**config.mk**
```make
export PLATFORM = sky130hd
export DESIGN_NAME = i2c_master_bit_sequencer
export DESIGN_NICKNAME = d
export VERILOG_FILES = /design/src/design/i2cms_pkg.sv /design/src/design/i2cms_csr.sv /design/src/design/i2cms_step.sv /design/src/design/i2c_master_bit_sequencer.sv
export SDC_FILE = /design/constraint.sdc
export NUM_CORES = 1
export LEC_CHECK = 0
export BUFFER_PORTS_ARGS = -buffer_cell sky130_fd_sc_hd__buf_2
export CORE_MARGIN = 5
export CORE_UTILIZATION = 55
export DETAILED_ROUTE_END_ITERATION = 10
export PLACE_DENSITY = 0.77
export SYNTH_ARGS = -nofsm -noshare
export SYNTH_HDL_FRONTEND = slang
export SYNTH_SLANG_ARGS = --single-unit
```
**constraint.sdc**
```tcl
create_clock -name clock -period 5.8 [get_ports clock]
set_input_delay 0.29 -clock clock [delete_from_list [all_inputs] [get_ports clock]]
set_output_delay 0.29 -clock clock [all_outputs]
set_load 0.02 [all_outputs]
```
**src/design/i2cms_pkg.sv**
```systemverilog
// Shared types and constants for the I2C master bit sequencer.
`timescale 1ns / 1ps

package i2cms_pkg;

   localparam logic [2:0] CMD_NONE    = 3'd0;
   localparam logic [2:0] CMD_START   = 3'd1;
   localparam logic [2:0] CMD_STOP    = 3'd2;
   localparam logic [2:0] CMD_WRITE   = 3'd3;
   localparam logic [2:0] CMD_READ    = 3'd4;
   localparam logic [2:0] CMD_ACK     = 3'd5;
   localparam logic [2:0] CMD_NACK    = 3'd6;
   localparam logic [2:0] CMD_WAITACK = 3'd7;

   localparam logic [1:0] CSR_BIT_PHASE_TICKS = 2'd0;
   localparam logic [1:0] CSR_ACK_PHASE_TICKS = 2'd1;
   localparam logic [1:0] CSR_ACK_POLL_LIMIT  = 2'd2;

   localparam logic [7:0] BIT_PHASE_TICKS_RESET = 8'd4;
   localparam logic [7:0] ACK_PHASE_TICKS_RESET = 8'd2;
   localparam logic [7:0] ACK_POLL_LIMIT_RESET  = 8'd250;

   typedef struct packed {
      logic [7:0] bit_phase_ticks;
      logic [7:0] ack_phase_ticks;
      logic [7:0] ack_poll_limit;
   } cfg_type;

   typedef struct packed {
      logic [2:0] cmd;
      logic [7:0] tx_byte;
      logic       sda_sample;
   } item_type;

   typedef struct packed {
      logic [2:0] active_command;
      logic [2:0] phase_step;
      logic [7:0] delay_count;
      logic [2:0] bit_index;
      logic [7:0] shift_byte;
      logic [7:0] poll_count;
      logic       scl_drive;
      logic       sda_drive;
      logic [7:0] received_byte;
      logic       fail_flag;
      logic       done_pulse;
   } seq_state_type;

   localparam seq_state_type SEQ_STATE_RESET = '{
      active_command: CMD_NONE,
      phase_step:     3'd0,
      delay_count:    8'd0,
      bit_index:      3'd0,
      shift_byte:     8'd0,
      poll_count:     8'd0,
      scl_drive:      1'b1,
      sda_drive:      1'b1,
      received_byte:  8'd0,
      fail_flag:      1'b0,
      done_pulse:     1'b0
   };

endpackage

```
**src/design/i2cms_csr.sv**
```systemverilog
// Configuration registers for phase timing and the ack poll limit.
`timescale 1ns / 1ps

module i2cms_csr import i2cms_pkg::*; (
   input  logic       clock,
   input  logic       reset,
   input  logic       wr_en,
   input  logic [1:0] wr_index,
   input  logic [7:0] wr_data,
   output cfg_type    cfg
);

   cfg_type cfg_ff;
   cfg_type cfg_in;

   always_comb begin
      cfg_in = cfg_ff;
      if (wr_en) begin
         case (wr_index)
            CSR_BIT_PHASE_TICKS: cfg_in.bit_phase_ticks = wr_data;
            CSR_ACK_PHASE_TICKS: cfg_in.ack_phase_ticks = wr_data;
            CSR_ACK_POLL_LIMIT:  cfg_in.ack_poll_limit  = wr_data;
            default:             cfg_in = cfg_ff;
         endcase
      end
   end

   always_ff @(posedge clock) begin
      if (reset) begin
         cfg_ff.bit_phase_ticks <= BIT_PHASE_TICKS_RESET;
         cfg_ff.ack_phase_ticks <= ACK_PHASE_TICKS_RESET;
         cfg_ff.ack_poll_limit  <= ACK_POLL_LIMIT_RESET;
      end else begin
         cfg_ff <= cfg_in;
      end
   end

   assign cfg = cfg_ff;

endmodule

```
**src/design/i2cms_step.sv**
```systemverilog
// Next-state logic of the line sequencer for one timing tick.
`timescale 1ns / 1ps

module i2cms_step import i2cms_pkg::*; (
   input  seq_state_type cur,
   input  item_type      item,
   input  cfg_type       cfg,
   output seq_state_type nxt
);

   // A phase lasts the programmed count; zero is treated as one tick.
   function automatic logic [7:0] load_delay(input logic [7:0] ticks);
      return (ticks != 8'd0) ? ticks - 8'd1 : 8'd0;
   endfunction

   function automatic seq_state_type finish(input seq_state_type s);
      seq_state_type r;
      r = s;
      r.active_command = CMD_NONE;
      r.phase_step     = 3'd0;
      r.delay_count    = 8'd0;
      r.bit_index      = 3'd0;
      r.poll_count     = 8'd0;
      r.done_pulse     = 1'b1;
      return r;
   endfunction

   // Stop phases that follow an ack timeout (phase steps three to five).
   function automatic seq_state_type enter_timeout_stop(input seq_state_type s,
                                                        input logic [2:0] p,
                                                        input cfg_type c);
      seq_state_type r;
      r = s;
      r.phase_step = p;
      if (p == 3'd3) begin
         r.sda_drive = 1'b0;
         r.scl_drive = 1'b0;
      end else if (p == 3'd4) begin
         r.scl_drive = 1'b1;
      end else begin
         r.sda_drive = 1'b1;
      end
      r.delay_count = load_delay(c.bit_phase_ticks);
      return r;
   endfunction

   function automatic seq_state_type poll_ack(input seq_state_type s, input logic sda,
                                              input cfg_type c);
      seq_state_type r;
      r = s;
      if (!sda) begin
         r.scl_drive = 1'b0;
         r.fail_flag = 1'b0;
         r = finish(r);
      end else if (r.poll_count >= c.ack_poll_limit) begin
         r = enter_timeout_stop(r, 3'd3, c);
      end else begin
         r.poll_count = r.poll_count + 8'd1;
      end
      return r;
   endfunction

   function automatic seq_state_type enter_phase(input seq_state_type s,
                                                 input logic [2:0] p,
                                                 input logic sda,
                                                 input cfg_type c);
      seq_state_type r;
      r = s;
      r.phase_step = p;
      case (r.active_command)
         CMD_START: begin
            if (p == 3'd0) begin
               r.sda_drive = 1'b1;
               r.scl_drive = 1'b1;
            end else if (p == 3'd1) begin
               r.sda_drive = 1'b0;
            end else begin
               r.scl_drive = 1'b0;
            end
            r.delay_count = load_delay(c.bit_phase_ticks);
         end
         CMD_STOP: begin
            if (p == 3'd0) begin
               r.sda_drive = 1'b0;
               r.scl_drive = 1'b0;
            end else if (p == 3'd1) begin
               r.scl_drive = 1'b1;
            end else begin
               r.sda_drive = 1'b1;
            end
            r.delay_count = load_delay(c.bit_phase_ticks);
         end
         CMD_WRITE: begin
            if (p == 3'd0) begin
               r.sda_drive = r.shift_byte[3'd7 - r.bit_index];
            end else if (p == 3'd1) begin
               r.scl_drive = 1'b1;
            end else begin
               r.scl_drive = 1'b0;
            end
            r.delay_count = load_delay(c.bit_phase_ticks);
         end
         CMD_READ: begin
            if (p == 3'd0) begin
               r.sda_drive = 1'b1;
            end else if (p == 3'd1) begin
               r.scl_drive = 1'b1;
            end else if (p == 3'd2) begin
               r.shift_byte = {r.shift_byte[6:0], sda};
            end else begin
               r.scl_drive = 1'b0;
            end
            r.delay_count = load_delay(c.bit_phase_ticks);
         end
         CMD_ACK, CMD_NACK: begin
            if (p == 3'd0) begin
               r.sda_drive = (r.active_command == CMD_NACK);
            end else if (p == 3'd1) begin
               r.scl_drive = 1'b1;
            end else begin
               r.scl_drive = 1'b0;
            end
            r.delay_count = load_delay(c.ack_phase_ticks);
         end
         CMD_WAITACK: begin
            if (p == 3'd0) begin
               r.sda_drive   = 1'b1;
               r.delay_count = load_delay(c.ack_phase_ticks);
            end else if (p == 3'd1) begin
               r.scl_drive   = 1'b1;
               r.delay_count = load_delay(c.ack_phase_ticks);
            end else if (p == 3'd2) begin
               r.delay_count = 8'd0;
               r = poll_ack(r, sda, c);
            end else begin
               r = enter_timeout_stop(r, p, c);
            end
         end
         default: r = s;
      endcase
      return r;
   endfunction

   function automatic seq_state_type advance(input seq_state_type s, input logic sda,
                                             input cfg_type c);
      seq_state_type r;
      logic [2:0]    p;
      r = s;
      p = s.phase_step;
      case (s.active_command)
         CMD_START, CMD_STOP, CMD_ACK, CMD_NACK: begin
            if (p < 3'd2) r = enter_phase(r, p + 3'd1, sda, c);
            else          r = finish(r);
         end
         CMD_WRITE: begin
            if (p < 3'd2) begin
               r = enter_phase(r, p + 3'd1, sda, c);
            end else if (r.bit_index < 3'd7) begin
               r.bit_index = r.bit_index + 3'd1;
               r = enter_phase(r, 3'd0, sda, c);
            end else begin
               r = finish(r);
            end
         end
         CMD_READ: begin
            if (p < 3'd3) begin
               r = enter_phase(r, p + 3'd1, sda, c);
            end else if (r.bit_index < 3'd7) begin
               r.bit_index = r.bit_index + 3'd1;
               r = enter_phase(r, 3'd1, sda, c);
            end else begin
               r.received_byte = r.shift_byte;
               r = finish(r);
            end
         end
         CMD_WAITACK: begin
            if (p inside {[3'd0:3'd1], [3'd3:3'd4]}) begin
               r = enter_phase(r, p + 3'd1, sda, c);
            end else begin
               r.fail_flag = 1'b1;
               r = finish(r);
            end
         end
         default: r = finish(r);
      endcase
      return r;
   endfunction

   always_comb begin
      nxt = cur;
      nxt.done_pulse = 1'b0;
      if (cur.active_command == CMD_NONE) begin
         if (item.cmd != CMD_NONE) begin
            nxt.active_command = item.cmd;
            nxt.bit_index      = 3'd0;
            nxt.poll_count     = 8'd0;
            nxt.shift_byte     = (item.cmd == CMD_WRITE) ? item.tx_byte : 8'd0;
            nxt = enter_phase(nxt, 3'd0, item.sda_sample, cfg);
         end
      end else if (cur.active_command == CMD_WAITACK && cur.phase_step == 3'd2) begin
         nxt = poll_ack(nxt, item.sda_sample, cfg);
      end else if (cur.delay_count != 8'd0) begin
         nxt.delay_count = cur.delay_count - 8'd1;
      end else begin
         nxt = advance(nxt, item.sda_sample, cfg);
      end
   end

endmodule

```
**src/design/i2c_master_bit_sequencer.sv**
```systemverilog
// Top level of the I2C master bit sequencer: tick pipeline, state and result register.
`timescale 1ns / 1ps

//  Channel   Direction  Handshake            Word
//  req_      in         valid / stall        cmd, tx_byte, sda_sample (one tick)
//  rsp_      out        valid / stall        scl, sda, busy, done, rx_byte, ack_failed
//  csr_      in         valid / ready        register index, 8-bit data
//
// Every accepted word is one timing tick and yields exactly one result word.
// A word is held in the input register; the sequencer state steps and the result
// register loads from it once the result register has room, and one word is taken
// every cycle while the result side does not stall. Reset releases SCL and SDA and
// restores register defaults. A stall on the result side holds the result register;
// the input side then stalls once its register is full.

module i2c_master_bit_sequencer import i2cms_pkg::*; (
   input  logic       clock,
   input  logic       reset,

   input  logic       req_valid,
   output logic       req_stall,
   input  logic [2:0] req_cmd,
   input  logic [7:0] req_tx_byte,
   input  logic       req_sda_sample,

   output logic       rsp_valid,
   input  logic       rsp_stall,
   output logic       rsp_scl_level,
   output logic       rsp_sda_level,
   output logic       rsp_busy_res,
   output logic       rsp_done_res,
   output logic [7:0] rsp_rx_byte,
   output logic       rsp_ack_failed,

   input  logic       csr_valid,
   output logic       csr_ready,
   input  logic [1:0] csr_index,
   input  logic [7:0] csr_data
);

   cfg_type       cfg;
   seq_state_type state_ff;
   seq_state_type state_in;

   logic     in_valid_ff;
   logic     in_valid_in;
   item_type in_item_ff;
   logic     rsp_valid_ff;
   logic     rsp_valid_in;
   logic     req_accept;
   logic     step_en;

   logic       rsp_scl_ff;
   logic       rsp_sda_ff;
   logic       rsp_busy_ff;
   logic       rsp_done_ff;
   logic [7:0] rsp_rx_ff;
   logic       rsp_fail_ff;

   // Registers accept a write in any cycle; software must write only while idle.
   assign csr_ready = 1'b1;

   i2cms_csr u_csr (
      .clock    (clock),
      .reset    (reset),
      .wr_en    (csr_valid),
      .wr_index (csr_index),
      .wr_data  (csr_data),
      .cfg      (cfg)
   );

   i2cms_step u_step (
      .cur  (state_ff),
      .item (in_item_ff),
      .cfg  (cfg),
      .nxt  (state_in)
   );

   // The held tick steps the sequencer whenever the result register has room.
   assign step_en    = in_valid_ff && (!rsp_valid_ff || !rsp_stall);
   assign req_stall  = in_valid_ff && !step_en;
   assign req_accept = req_valid && !req_stall;

   always_comb begin
      in_valid_in = in_valid_ff;
      if (req_accept)   in_valid_in = 1'b1;
      else if (step_en) in_valid_in = 1'b0;

      rsp_valid_in = rsp_valid_ff && rsp_stall;
      if (step_en) rsp_valid_in = 1'b1;
   end

   always_ff @(posedge clock) begin
      if (reset) begin
         in_valid_ff  <= 1'b0;
         rsp_valid_ff <= 1'b0;
         state_ff     <= SEQ_STATE_RESET;
      end else begin
         in_valid_ff  <= in_valid_in;
         rsp_valid_ff <= rsp_valid_in;
         if (step_en) state_ff <= state_in;
      end
   end

   // Payload registers carry no reset.
   always_ff @(posedge clock) begin
      if (req_accept) begin
         in_item_ff.cmd        <= req_cmd;
         in_item_ff.tx_byte    <= req_tx_byte;
         in_item_ff.sda_sample <= req_sda_sample;
      end
      if (step_en) begin
         rsp_scl_ff  <= state_in.scl_drive;
         rsp_sda_ff  <= state_in.sda_drive;
         rsp_busy_ff <= (state_in.active_command != CMD_NONE);
         rsp_done_ff <= state_in.done_pulse;
         rsp_rx_ff   <= state_in.received_byte;
         rsp_fail_ff <= state_in.fail_flag;
      end
   end

   assign rsp_valid      = rsp_valid_ff;
   assign rsp_scl_level  = rsp_scl_ff;
   assign rsp_sda_level  = rsp_sda_ff;
   assign rsp_busy_res   = rsp_busy_ff;
   assign rsp_done_res   = rsp_done_ff;
   assign rsp_rx_byte    = rsp_rx_ff;
   assign rsp_ack_failed = rsp_fail_ff;

endmodule

```
==> impl_summary.md, run 1 <==
Synth
The cell count after synthesis is 735. For this run, the number of Yosys warnings is 0. In the synthesized netlist, the cells that appear most often are sky130_fd_sc_hd__nor2_1, sky130_fd_sc_hd__dfxtp_1, sky130_fd_sc_hd__a21oi_1, sky130_fd_sc_hd__nand2_1, sky130_fd_sc_hd__o21ai_0. The net count after synthesis is 783. Counting flops with a built-in enable in the synthesized netlist gives 25. The synthesized area is 5974 um^2. Counting flops with an async set or reset pin after synthesis yields a share of 0%. The largest total area in the synthesized netlist belongs to sky130_fd_sc_hd__dfxtp_1.

The register bit total from synthesis is 95. The area share of the largest cell type after synthesis is 23.46%. Yosys instantiated no cell more often than sky130_fd_sc_hd__nor2_1.

Synthesis instantiated 78 different standard cells from the library. Sorting the synthesized cells by area gives the leading types as sky130_fd_sc_hd__dfxtp_1, sky130_fd_sc_hd__edfxtp_1, sky130_fd_sc_hd__nor2_1. A synthesized cell averages 8.129 um^2. The flip-flop cell with the highest count after synthesis is sky130_fd_sc_hd__dfxtp_1. Sequential cells were found to cover 36.02% of the synthesized design area.

Cells and area
In the final layout, the multi-input gates occupy 3510 um^2. The filler-free cell count of the finished design is 890. After routing the design area is 6360 um^2. In the final layout, the share of cells above drive strength 1 is 11.20%. The total area of sequential cells is 2152 um^2. The relative area change from synthesis to final layout is 6.450%. The post-layout utilization of the core is 59.19%. 0 antenna diodes ended up in the layout.

The fill cell instance count of the final layout is 983. For this run, the post-layout net count is 793.

Clock network
The post-CTS clock slew at the launch and capture registers of the worst setup and hold paths is 100 ps. The number of hold buffers added after CTS was 0. In this run the clock root is driven by a sky130_fd_sc_hd__clkbuf_8. The post-cts resize count is 0.

Clock tree synthesis inserted a total of 9 buffers. The number of buffers between clock root and the deepest sink is 2. The number of setup buffers added after CTS is 0. The number of clock sinks seen by CTS is 95.

TritonCTS built the clock tree. The clock network latency to the later pin of the worst-skew pair is 370 ps. In this run the number of H-tree levels came out at 3.

STA
The share of the clock period used by the worst path is 62.97%. After layout, the worst setup slack is 2148 ps. For the pin with the worst max-slew slack, the measured transition is 1092 ps. Setup repair after global routing left no endpoint under its margin. The final count of pins violating max slew is 0. In this run the tightest slew margin relative to its limit is 27.13%. The final setup TNS is 0 ps.

The number of failing setup endpoints in the final timing report is 0. On the final layout, the worst clock skew is 15.48 ps. The worst path in the final design needs a cycle of 3652 ps, including I/O delays and setup. The final hold violation count is 0. The peak clock frequency supported by timing is 0.2738 GHz.

Global routing
Across every metal layer, demand over resource in global routing totals 25.20%. The met2 global-route usage is 40.63%. The maximum number of pins on one net before global-route repair is 59. The number of global-route vias before repair is 5462.

The layer with the highest usage is met2. The met3 layer usage reported by global route is 3.753%. For this run, global-route usage on met1 was measured as 34.49%. Summed over all layers, the global routing overflow is 0. The first global-routing pass estimated 26730 um of wire.

The number of antenna violations at the first check in global routing came to 0.

Detailed routing
In this run the remaining antenna-violating nets after routing total 0. The routed via count divided by cell count is 6.363. The detailed-routing iteration count for the pre-antenna-repair pass is 5.

The total wire length after detailed routing is 16120 um. The total vias in the final route is 5663. After detailed routing, the number of remaining DRC violations is 0. In this run, the number of DRC markers left after iteration 0 of detailed routing was 569. After detailed routing, the average wire length per cell comes to 18.11 um.

Critical path
The data arrival time of the critical path is 3950 ps. The capture point of the worst reg-to-reg path is state_ff[18]. The worst register-to-register path begins at state_ff[44]. Data on the critical path is required at its endpoint by 6100 ps. On the critical path, the stage with the largest delay is an instance of sky130_fd_sc_hd__dfxtp_1. The kind of start point of the critical path is a flop. The depth of the worst register-to-register path is 7. The setup slack on the worst flop-to-flop path is 2150 ps. For this run, the slowest stage of the critical path takes 1050 ps. The worst setup path is captured at a flop. Tracing the worst setup path back leads to its startpoint at state_ff[44]. Walking the worst path, the cells encountered are or3_1 -> o21ai_2 -> a2111o_1 -> or2_1 -> or2_1 -> or4_1 -> a21oi_1. The worst setup path category is flop to flop.

The largest fanout on the critical path is 29. The cell type with the highest occurrence count on the critical path is sky130_fd_sc_hd__or2_1.

Hold path
The worst min-delay path startpoint is req_sda_sample. The cell count of the worst hold path is 1. The path class of the lowest-slack min-delay path is primary input to flop.

The destination of the worst hold path is in_item_ff[0].

Power
Of the total power, the share spent switching nets is 32.01%. For this design the ratio of total power to cell area is 224.2 nW/um^2. Combinational logic is responsible for 18.7% of the overall power. The power share of the clock group is 29.3%. For this design the static power due to leakage is 2.382 nW. The relative contribution of sequential cells to total power is 52.1%. Cell internal power was estimated by the tool at 0.9695 mW.

The net switching power figure is 0.4565 mW. Across the VDD grid, the largest voltage drop is 0.1800 mV.

Placed design
Including well taps, the total number of placed cells is 874. Once detailed placement completed, the half-perimeter wirelength came to 11800 um. The minimum setup slack after placement is 2260 ps. The final weighted congestion in routability-driven placement is 0.9656. The number of buffers added on ports is 41. The post-place instance area is 6173 um^2.

Floorplanning
The die extent in x is 114.2 um. From bottom edge to top edge, the die measures 114.2 um. The total I/O pin count is 43. The die covers 13050 um^2. For this configuration, the core starts out at a cell density of 55.60%. In this run the standard cell core region covers 10750 um^2. The cell row count is 38.

Status
The flow ran to the end, and the final reports show no timing, DRC or antenna violations.

Job
Max-cap violations in this run came to 0.
-- logic make-up (layout without fill, tap and decap cells) --
group,after synthesis,after routing,share of synthesized area [%]
simple gates,284,284,23.81
mux,26,26,5.319
other cells,1,1,0.06277
compound gates,223,223,23.54
buf+inv,74,89,5.236
flops,95,95,36.02
xor+xnor,11,11,1.613
fa+ha+maj,21,21,4.398
-- stage by stage --
step	hold WS (ps)	total power, mW
3_5_place_dp	449.8	1.013
2_1_floorplan	388.9	0.9397
6_report	97.12	1.426
5_1_grt	74.99	1.488
3_3_place_gp	438.8	1.010
4_1_cts	83.10	1.424
-- power by group through the flow --
| stage | sequential, mW | clock (mW) | combinational [mW] |
|---|---|---|---|
| global placement | 0.755 | 0 | 0.255 |
| floorplan | 0.742 | 0 | 0.197 |
| detailed placement | 0.756 | 0 | 0.257 |
| global route | 0.746 | 0.453 | 0.289 |
| CTS | 0.741 | 0.425 | 0.258 |
| finish | 0.742 | 0.417 | 0.266 |
-- flip-flops by register name, summed over array words and instances, names as in the netlist --
signal,count
state_ff,44
u_csr.cfg,24
in_item_ff,12
rsp_rx_byte,8
in_valid_ff,1
rsp_ack_failed,1
rsp_busy_res,1
rsp_done_res,1
rsp_scl_level,1
rsp_sda_level,1
rsp_valid,1
-- worst max-delay path, delay by kind of cell (launching register included) --
family / cells / cell delay (ps)
AO/OA/AOI/OAI: 3 / 810
flip-flops: 1 / 1050
AND/OR/NAND/NOR: 4 / 1740
-- cell usage in the layout (no fill, tap or decap), types with 19 or more instances in the layout --
cell type	synthesis	final
sky130_fd_sc_hd__a21oi_1	67	67
sky130_fd_sc_hd__nand2_1	63	63
sky130_fd_sc_hd__dfxtp_1	70	70
sky130_fd_sc_hd__edfxtp_1	25	25
sky130_fd_sc_hd__nor2_1	95	95
sky130_fd_sc_hd__buf_2	4	41
sky130_fd_sc_hd__mux2i_1	19	19
sky130_fd_sc_hd__o21ai_0	56	56
sky130_fd_sc_hd__nand3_1	27	27
sky130_fd_sc_hd__ha_1	21	21
sky130_fd_sc_hd__inv_1	29	29
-- area by class of cell --
cell class / instances / area share (%)
clock buffer: 10 / 2.164
clock inverter: 6 / 0.7673
timing repair buffer: 44 / 3.581
sequential: 95 / 33.84
multi-input combinational: 566 / 55.18
inverter: 29 / 1.712
tap: 140 / 2.754
-- per-layer routing --
| metal | vias to the layer above | wire [um] |
|---|---|---|
| met5 | - | 0 |
| met4 | 0 | 393 |
| met3 | 34 | 1071 |
| met2 | 247 | 7401 |
| met1 | 2659 | 7256 |
| li1 | 2723 | - |
-- how the worst max path moves through the flow --
stage	cells past startpoint	endpoint	slack, ps
floorplan	11	state_ff[18]	3060
global placement	7	state_ff[18]	2390
detailed placement	7	state_ff[18]	2260
CTS	7	state_ff[18]	2240
global route	7	state_ff[18]	1960
finish	7	state_ff[18]	2150
(Power assumes the default switching activity.)
==> run 2, diff against run 1 <==
--- a/config.mk
+++ b/config.mk
@@ -9,7 +9,7 @@
 export CORE_MARGIN = 5
 export CORE_UTILIZATION = 55
 export DETAILED_ROUTE_END_ITERATION = 10
-export PLACE_DENSITY = 0.77
+export PLACE_DENSITY = 0.8
 export SYNTH_ARGS = -nofsm -noshare
 export SYNTH_HDL_FRONTEND = slang
 export SYNTH_SLANG_ARGS = --single-unit
==> constraint.sdc (replaced) <==
create_clock -name clock -period 2.95 [get_ports clock]
set_input_delay 0.1475 -clock clock [delete_from_list [all_inputs] [get_ports clock]]
set_output_delay 0.1475 -clock clock [all_outputs]
set_load 0.02 [all_outputs]
==> run 2 against run 1 <==
  * Critical path depth rose by 2
  * Largest cell class unchanged
  * Die area stayed put
  * Sequential share of layout area is 2.4 points lower
  * Global-route usage grew 2.2 points
  * Sequential power up 95%
  * Cell area rose by 7.7%
==> impl_summary.md, run 2 (synthesized netlist as in run 1, its figures left out) <==
Critical path
The cell type with the highest occurrence count on the critical path is sky130_fd_sc_hd__or2_1. The worst setup path is captured at a flop. On the critical path, the stage with the largest delay is an instance of sky130_fd_sc_hd__or4_1. The launch instance of the worst register-to-register path is state_ff[39].

The largest fanout on the critical path came to 7 (-76%). The highest cell delay on the worst timing path is 480 ps (-570 ps). The worst setup path is launched from a flop. The sum of buffers and inverters on the critical path is 1 (+1). The capture point of the worst reg-to-reg path is state_ff[16]. The required time of the critical path was 3260 ps (-2840 ps). The setup slack on the worst flop-to-flop path is 120 ps (-2030 ps).

The data arrival time of the critical path came to 3140 ps (-810 ps). The critical path is of the flop to flop type. The depth of the worst register-to-register path is 9 (+2). Walking the worst path, the cells encountered are inv_1 -> ha_1 -> nor2_1 -> a311oi_1 -> a2111o_1 -> or2_1 -> or2_1 -> or4_1 -> a21oi_1.

The cell family contributing the most delay on the critical path is simple AND/OR/NAND/NOR gates.

Status
The flow ran to the end, and the final reports show no timing, DRC or antenna violations.

Hold path
The worst min-delay path startpoint is csr_data[2]. The destination of the worst hold path is u_csr.cfg[18]. The path class of the lowest-slack min-delay path is primary input to flop.

The cell count of the worst hold path is 3 (+2).

Global routing
The residual overflow from global routing was 0 (unchanged). The global-route total usage across every layer is 27.37% (+2.2 points). The first-pass GRT wire length was 28790 um (+7.7%). The number of antenna violations at the first check in global routing is 0 (unchanged). The maximum number of pins on one net before global-route repair is 58 (-1.7%). The number of global-route vias before repair is 5550 (+1.6%).

Power
The cell leakage power is 2.669 nW (+12%). The worst IR drop on VDD came to 0.4084 mV (+130%). The power per unit of standard cell area is 445.0 nW/um^2 (+98%).

Detailed routing
The detailed-routing iteration count for the pre-antenna-repair pass came to 8 (+3). After detailed routing, no signal wire sits above met4. The number of DRC violations after detailed routing is 0 (unchanged). The post-detailed-route count of antenna-violating nets is 0 (unchanged). The total wire length after detailed routing is 17590 um (+9.1%). The length of routed met3 wiring is 1791 um (+67%). The routed metal-1 wirelength is 7645 um (+5.4%).

The routed via count divided by cell count is 6.366 (about the same). The met2 layer wire length in the routed design is 7686 um (+3.9%). The post-detailed-route wirelength per cell was 18.61 um (+2.7%). The total vias in the final route is 6016 (+6.2%). The detailed router's first-iteration violation count came to 831 (+46%).

Placed design
The post-place instance area is 6489 um^2 (+5.1%). The post-DP HPWL is 12790 um (+8.4%). The number of buffers added on ports is 41 (unchanged). The final weighted congestion in routability-driven placement is 0.9831 (+1.8%).

STA
The final critical path time including I/O delays and setup is 2830 ps (-822.8 ps). The number of failing setup endpoints in the final timing report is 0 (unchanged). The final count of pins violating max slew is 0 (unchanged).

Setup repair after global routing left no endpoint under its margin. The final setup TNS came to 0 ps (unchanged). The final hold violation count is 0 (unchanged). The clock skew after layout is 12.64 ps (-2.845 ps). The peak clock frequency supported by timing is 0.3534 GHz (+29%). The share of the clock period used by the worst path is 95.92% (+33 points). The transition time at the pin with the least slew margin is 959.9 ps (-131.7 ps).

The worst relative slew slack was 34.35% (+7.2 points).

Floorplanning
The cell row count is 38 (unchanged). The total I/O pin count came to 43 (unchanged). The initial core utilization came to 55.60% (unchanged). The die outline area was 13050 um^2 (unchanged). The core outline area came to 10750 um^2 (unchanged). The overall die height is 114.2 um (unchanged). The die extent in x is 114.2 um (unchanged).

Cells and area
The flip-flop count of the largest register after layout is 44 (unchanged). In the layout the commonest cells are sky130_fd_sc_hd__nor2_1, sky130_fd_sc_hd__dfxtp_1, sky130_fd_sc_hd__a21oi_1. More flip-flops sit in one register than any other, and that register is state_ff. The relative area change from synthesis to final layout is 14.64%. The library cell used most frequently in the layout, excluding fill and tap cells, is sky130_fd_sc_hd__nor2_1. The final antenna diode count is 0 (unchanged). The fill cell instance count of the final layout is 938 (-4.6%). The final non-filler cell area is 6849 um^2 (+7.7%).

The net total in the final layout was 848 (+6.9%). The share of layout cells above drive strength 1 is 15.78% (+4.6 points).

Clock network
Clock tree synthesis selected as its root buffer the cell sky130_fd_sc_hd__clkbuf_8. The number of clock sinks seen by CTS is 95 (unchanged). The clock network latency to the later pin of the worst-skew pair is 390 ps (+20 ps). The TritonCTS clock tree is yes. The post-CTS setup repair buffer count came to 0 (unchanged). The maximum level of the CTS H-tree is 3 (unchanged). The post-CTS clock slew at the launch and capture registers of the worst setup and hold paths is 100 ps (about the same).

The number of buffers inserted during clock tree synthesis was 9 (unchanged). The number of buffers between clock root and the deepest sink came to 2 (unchanged).

Job
The max-capacitance violation count came to 0 (unchanged).
## run 2: changes by cell type in the layout (fill, tap and decap cells not counted), moves of 2 or more
cell / delta
sky130_fd_sc_hd__buf_4: +42
sky130_fd_sc_hd__inv_6: -2
sky130_fd_sc_hd__bufinv_16: +2
sky130_fd_sc_hd__dlygate4sd3_1: +13
sky130_fd_sc_hd__clkinvlp_4: -3
## run 2: how the worst max path moves through the flow
stage / from / end / slack (ps) / depth (start not counted)
finish: state_ff[39] / state_ff[16] / 120 / 9
global placement: state_ff[39] / state_ff[16] / 260 / 8
detailed placement: state_ff[39] / state_ff[16] / 180 / 8
floorplan: state_ff[39] / state_ff[18] / 210 / 11
global route: state_ff[39] / state_ff[18] / 50 / 9
CTS: state_ff[39] / state_ff[16] / 150 / 8
## run 2: worst register-to-register path, cell delays in order, from the launching register on
cell and delay [ps]:
sky130_fd_sc_hd__dfxtp_1 470, sky130_fd_sc_hd__inv_1 150, sky130_fd_sc_hd__ha_1 310, sky130_fd_sc_hd__nor2_1 180, sky130_fd_sc_hd__a311oi_1 160, sky130_fd_sc_hd__a2111o_1 330, sky130_fd_sc_hd__or2_1 250, sky130_fd_sc_hd__or2_1 270
sky130_fd_sc_hd__or4_1 480, sky130_fd_sc_hd__a21oi_1 170
## run 2: repair_timing
item,CTS,global route
hold buffers,13,0
setup endpoints to repair,0,2
endpoints found under the hold margin,13,0
gates resized for setup,0,2
## run 2: power breakdown
part | switching [mW] | total [mW] | leakage (nW) | internal [mW]
clock | 0.498 | 0.985 | 0.113 | 0.487
sequential | 0.0567 | 1.45 | 0.802 | 1.39
combinational | 0.387 | 0.617 | 1.75 | 0.231
total | 0.941 | 3.05 | 2.67 | 2.11
## run 2: stage by stage
stage	power, mW	instances	worst slack [ps]	utilization, %	hold slack, ps
global placement	2.047	916	255.4	60.39	323.9
detailed placement	2.052	916	180.7	60.39	325.6
global route	3.182	945	53.36	63.74	45.10
CTS	3.030	945	146.2	63.66	22.73
finish	3.048	945	120.5	63.74	48.46
floorplan	1.847	735	205.0	-	246.4
## run 2: cell type report
cell class                      count  area (um^2)  share of cell area [%]
Tap cell                          140        175.2                   2.558
Clock inverter                      6        93.84                   1.370
Sequential cell                    95         2152                   31.42
Inverter                           29        108.9                   1.589
Clock buffer                       10        127.6                   1.863
Multi-Input combinational cell    566         3518                   51.37
Timing Repair Buffer               99        673.1                   9.828
## run 2: routing by layer
| layer | vias to the layer above | track usage, % |
|---|---|---|
| met2 | 340 | 40.91 |
| met1 | 2784 | 39.81 |
| li1 | 2841 | - |
| met5 | - | 0 |
| met3 | 51 | 5.761 |
| met4 | 0 | 8.234 |
==> run 3, diff against run 2 <==
--- a/config.mk
+++ b/config.mk
@@ -5,11 +5,11 @@
 export SDC_FILE = /design/constraint.sdc
 export NUM_CORES = 1
 export LEC_CHECK = 0
-export BUFFER_PORTS_ARGS = -buffer_cell sky130_fd_sc_hd__buf_2
 export CORE_MARGIN = 5
 export CORE_UTILIZATION = 55
 export DETAILED_ROUTE_END_ITERATION = 10
-export PLACE_DENSITY = 0.8
+export DONT_BUFFER_PORTS = 1
+export PLACE_DENSITY = 0.76
 export SYNTH_ARGS = -nofsm -noshare
 export SYNTH_HDL_FRONTEND = slang
 export SYNTH_SLANG_ARGS = --single-unit
==> run 3 against run 2 <==
  * First-iteration DRC count shrank 19%
  * Clock power grew 4%
  * Die area is the same
  * Sequential power is essentially flat
  * Utilization shrank 0.70 points
  * Via count shrank 2.9%
  * Global-route usage shrank 0.20 points
  * Cell count shrank 3.3%
  * Worst hold slack lost 29 ps
  * Power is essentially flat
  * Non-clock buffer count shrank 31
  * Largest power group unchanged
==> impl_summary.md, run 3 (synthesized netlist as in run 1, its figures left out) <==
Global routing
The residual overflow from global routing came to 0 (unchanged). The global-route total usage across every layer is 27.17% (-0.20 points). The number of antenna violations at the first check in global routing is 0 (unchanged). The maximum number of pins on one net before global-route repair is 57 (-1.7%). The number of global-route vias before repair is 5442 (-1.9%). The first-pass GRT wire length is 28060 um (-2.6%).

STA
Setup repair after global routing left no endpoint under its margin. The number of failing setup endpoints in the final timing report came to 0 (unchanged). The final critical path time including I/O delays and setup is 2767 ps (-62.32 ps). The worst hold margin is 19.78 ps (-28.68 ps). The clock skew after layout is 12.23 ps (-0.4083 ps). The final hold violation count came to 0 (unchanged). The peak clock frequency supported by timing came to 0.3614 GHz (+2.3%). The final count of pins violating max slew is 0 (unchanged). The final setup TNS was 0 ps (unchanged). The share of the clock period used by the worst path came to 93.80% (-2.1 points). The transition time at the pin with the least slew margin was 957.9 ps (-2.031 ps). The worst relative slew slack was 34.49% (+0.14 points).

Job
The max-capacitance violation count is 0 (unchanged).

Floorplanning
The total I/O pin count is 43 (unchanged). The core outline area is 10750 um^2 (unchanged). The initial core utilization was 55.60% (unchanged). The cell row count is 38 (unchanged). The overall die height is 114.2 um (unchanged). The die outline area is 13050 um^2 (unchanged). The die extent in x is 114.2 um (unchanged).

Critical path
The depth of the worst register-to-register path came to 9 (unchanged). The worst register-to-register path begins at state_ff[40]. The required time of the critical path is 3270 ps (about the same). The endpoint class of the critical path is a flop. The worst register-to-register path ends at state_ff[18]. The largest fanout on the critical path came to 7 (unchanged). The slowest stage of the critical path belongs to the cell sky130_fd_sc_hd__or4_4. Grouping stages by cell kind, the critical path spends the most delay in simple AND/OR/NAND/NOR gates. The cell type with the highest occurrence count on the critical path is sky130_fd_sc_hd__inv_1. The worst setup path is launched from a flop.

The critical path in this run is classified as flop to flop. The data arrival time of the critical path is 3090 ps (-50 ps). The setup slack on the worst flop-to-flop path is 180 ps (+60 ps). The sum of buffers and inverters on the critical path was 2 (+1). The highest cell delay on the worst timing path came to 560 ps (+80 ps). The cell depth of the worst setup path is 9 (unchanged).

The signal on the critical path passes through inv_1 -> ha_1 -> inv_1 -> or4_4 -> nor4_1 -> o21ai_2 -> or2_1 -> or4_1 -> a21oi_1.

Cells and area
The library cell used most frequently in the layout, excluding fill and tap cells, is sky130_fd_sc_hd__nor2_1. The share of layout cells above drive strength 1 is 10.98% (-4.8 points). Relative to the synthesized area, the layout overhead comes to 13.38%.

The final antenna diode count is 0 (unchanged). state_ff holds more flip-flops than any other register. The flip-flop count of the largest register after layout came to 44 (unchanged). The post-layout utilization of the core is 63.04% (-0.70 points). The library cells used most frequently in the layout, excluding fill and tap cells, are sky130_fd_sc_hd__nor2_1, sky130_fd_sc_hd__dfxtp_1, sky130_fd_sc_hd__a21oi_1. The net total in the final layout is 817 (-3.7%).

Power
The power per unit of standard cell area is 450.2 nW/um^2 (+1.2%). The worst IR drop on VDD is 0.4146 mV (+1.5%). The cell leakage power is 2.566 nW (-3.9%).

Clock network
The number of buffers between clock root and the deepest sink is 2 (unchanged). The clock network latency to the later pin of the worst-skew pair came to 380 ps (about the same). The TritonCTS clock tree is yes. The number of clock sinks seen by CTS was 95 (unchanged).

The cell at the root of the clock tree is sky130_fd_sc_hd__clkbuf_8. The maximum level of the CTS H-tree is 3 (unchanged). The number of buffers inserted during clock tree synthesis is 9 (unchanged). The post-CTS clock slew at the launch and capture registers of the worst setup and hold paths came to 100 ps (about the same).

Hold path
The cell count of the worst hold path is 2 (-1). The min-delay analysis places its worst path in the category primary input to flop. The worst min-delay path startpoint is csr_data[6]. For hold timing, the worst endpoint is u_csr.cfg[6].

Detailed routing
The total vias in the final route is 5843 (-2.9%). The routed via count divided by cell count came to 6.393 (+0.42%). The detailed-routing iteration count for the pre-antenna-repair pass came to 6 (-2). The post-detailed-route wirelength per cell came to 19.20 um (+3.2%). The number of DRC violations after detailed routing is 0 (unchanged). The post-detailed-route count of antenna-violating nets came to 0 (unchanged).

The total wire length after detailed routing is 17550 um (-0.21%). The detailed router's first-iteration violation count is 670 (-19%).

Placed design
The final weighted congestion in routability-driven placement is 0.9746 (-0.86%). The post-DP HPWL is 12810 um (+0.12%). The number of buffers added on ports is 0 (-100%).

Status
The flow ran to the end, and the final reports show no timing, DRC or antenna violations.
==> run 3: layout make-up <==
| type | instances | area [um^2] |
|---|---|---|
| Clock buffer | 11 | 152.6 |
| Clock inverter | 5 | 86.33 |
| Fill cell | 955 | 3971 |
| Inverter | 29 | 108.9 |
| Multi-Input combinational cell | 566 | 3510 |
| Sequential cell | 95 | 2153 |
| Tap cell | 140 | 175.2 |
| Timing Repair Buffer | 68 | 588.1 |
==> run 3: per-layer routing <==
metal  track usage, %  wire [um]
met5                0          0
met3            5.391       1204
met2            43.56       8078
met4            9.976        531
met1            36.44       7735
==> run 3: how the worst max path moves through the flow <==
stage	from	end	slack (ps)
3_3_place_gp	u_csr.cfg[6]	state_ff[32]	310
5_1_grt	state_ff[40]	state_ff[18]	20
2_1_floorplan	state_ff[39]	state_ff[18]	210
4_1_cts	state_ff[39]	state_ff[18]	180
6_report	state_ff[40]	state_ff[18]	180
3_5_place_dp	state_ff[39]	state_ff[18]	200
==> run 3: report_power, final <==
group | switching (mW) | internal, mW
sequential | 0.0736 | 1.39
clock | 0.479 | 0.537
combinational | 0.350 | 0.221
==> run 3: metrics by stage <==
step	instance area [um^2]	std cells	total power, mW	setup WS (ps)
floorplan	5974	735	1.847	205.0
global placement	6276	874	1.999	308.7
detailed placement	6276	874	1.999	199.6
CTS	6773	914	3.042	177.4
global route	6774	914	3.183	16.05
finish	6774	914	3.050	182.8
==> run 3: worst register-to-register path: cells and delay by family, from the launching register on <==
family	cells	cell delay (ps)
compound gates	2	250
fa+ha+maj	1	290
flops	1	380
buf+inv	2	210
simple gates	4	1580
==> run 3: what timing repair did <==
item / in CTS / in global routing
endpoints found under the hold margin: 76 / 0
setup buffers: 0 / 0
hold buffers: 24 / 0
endpoints found under the setup margin: 0 / 2
resized for setup: 0 / 1
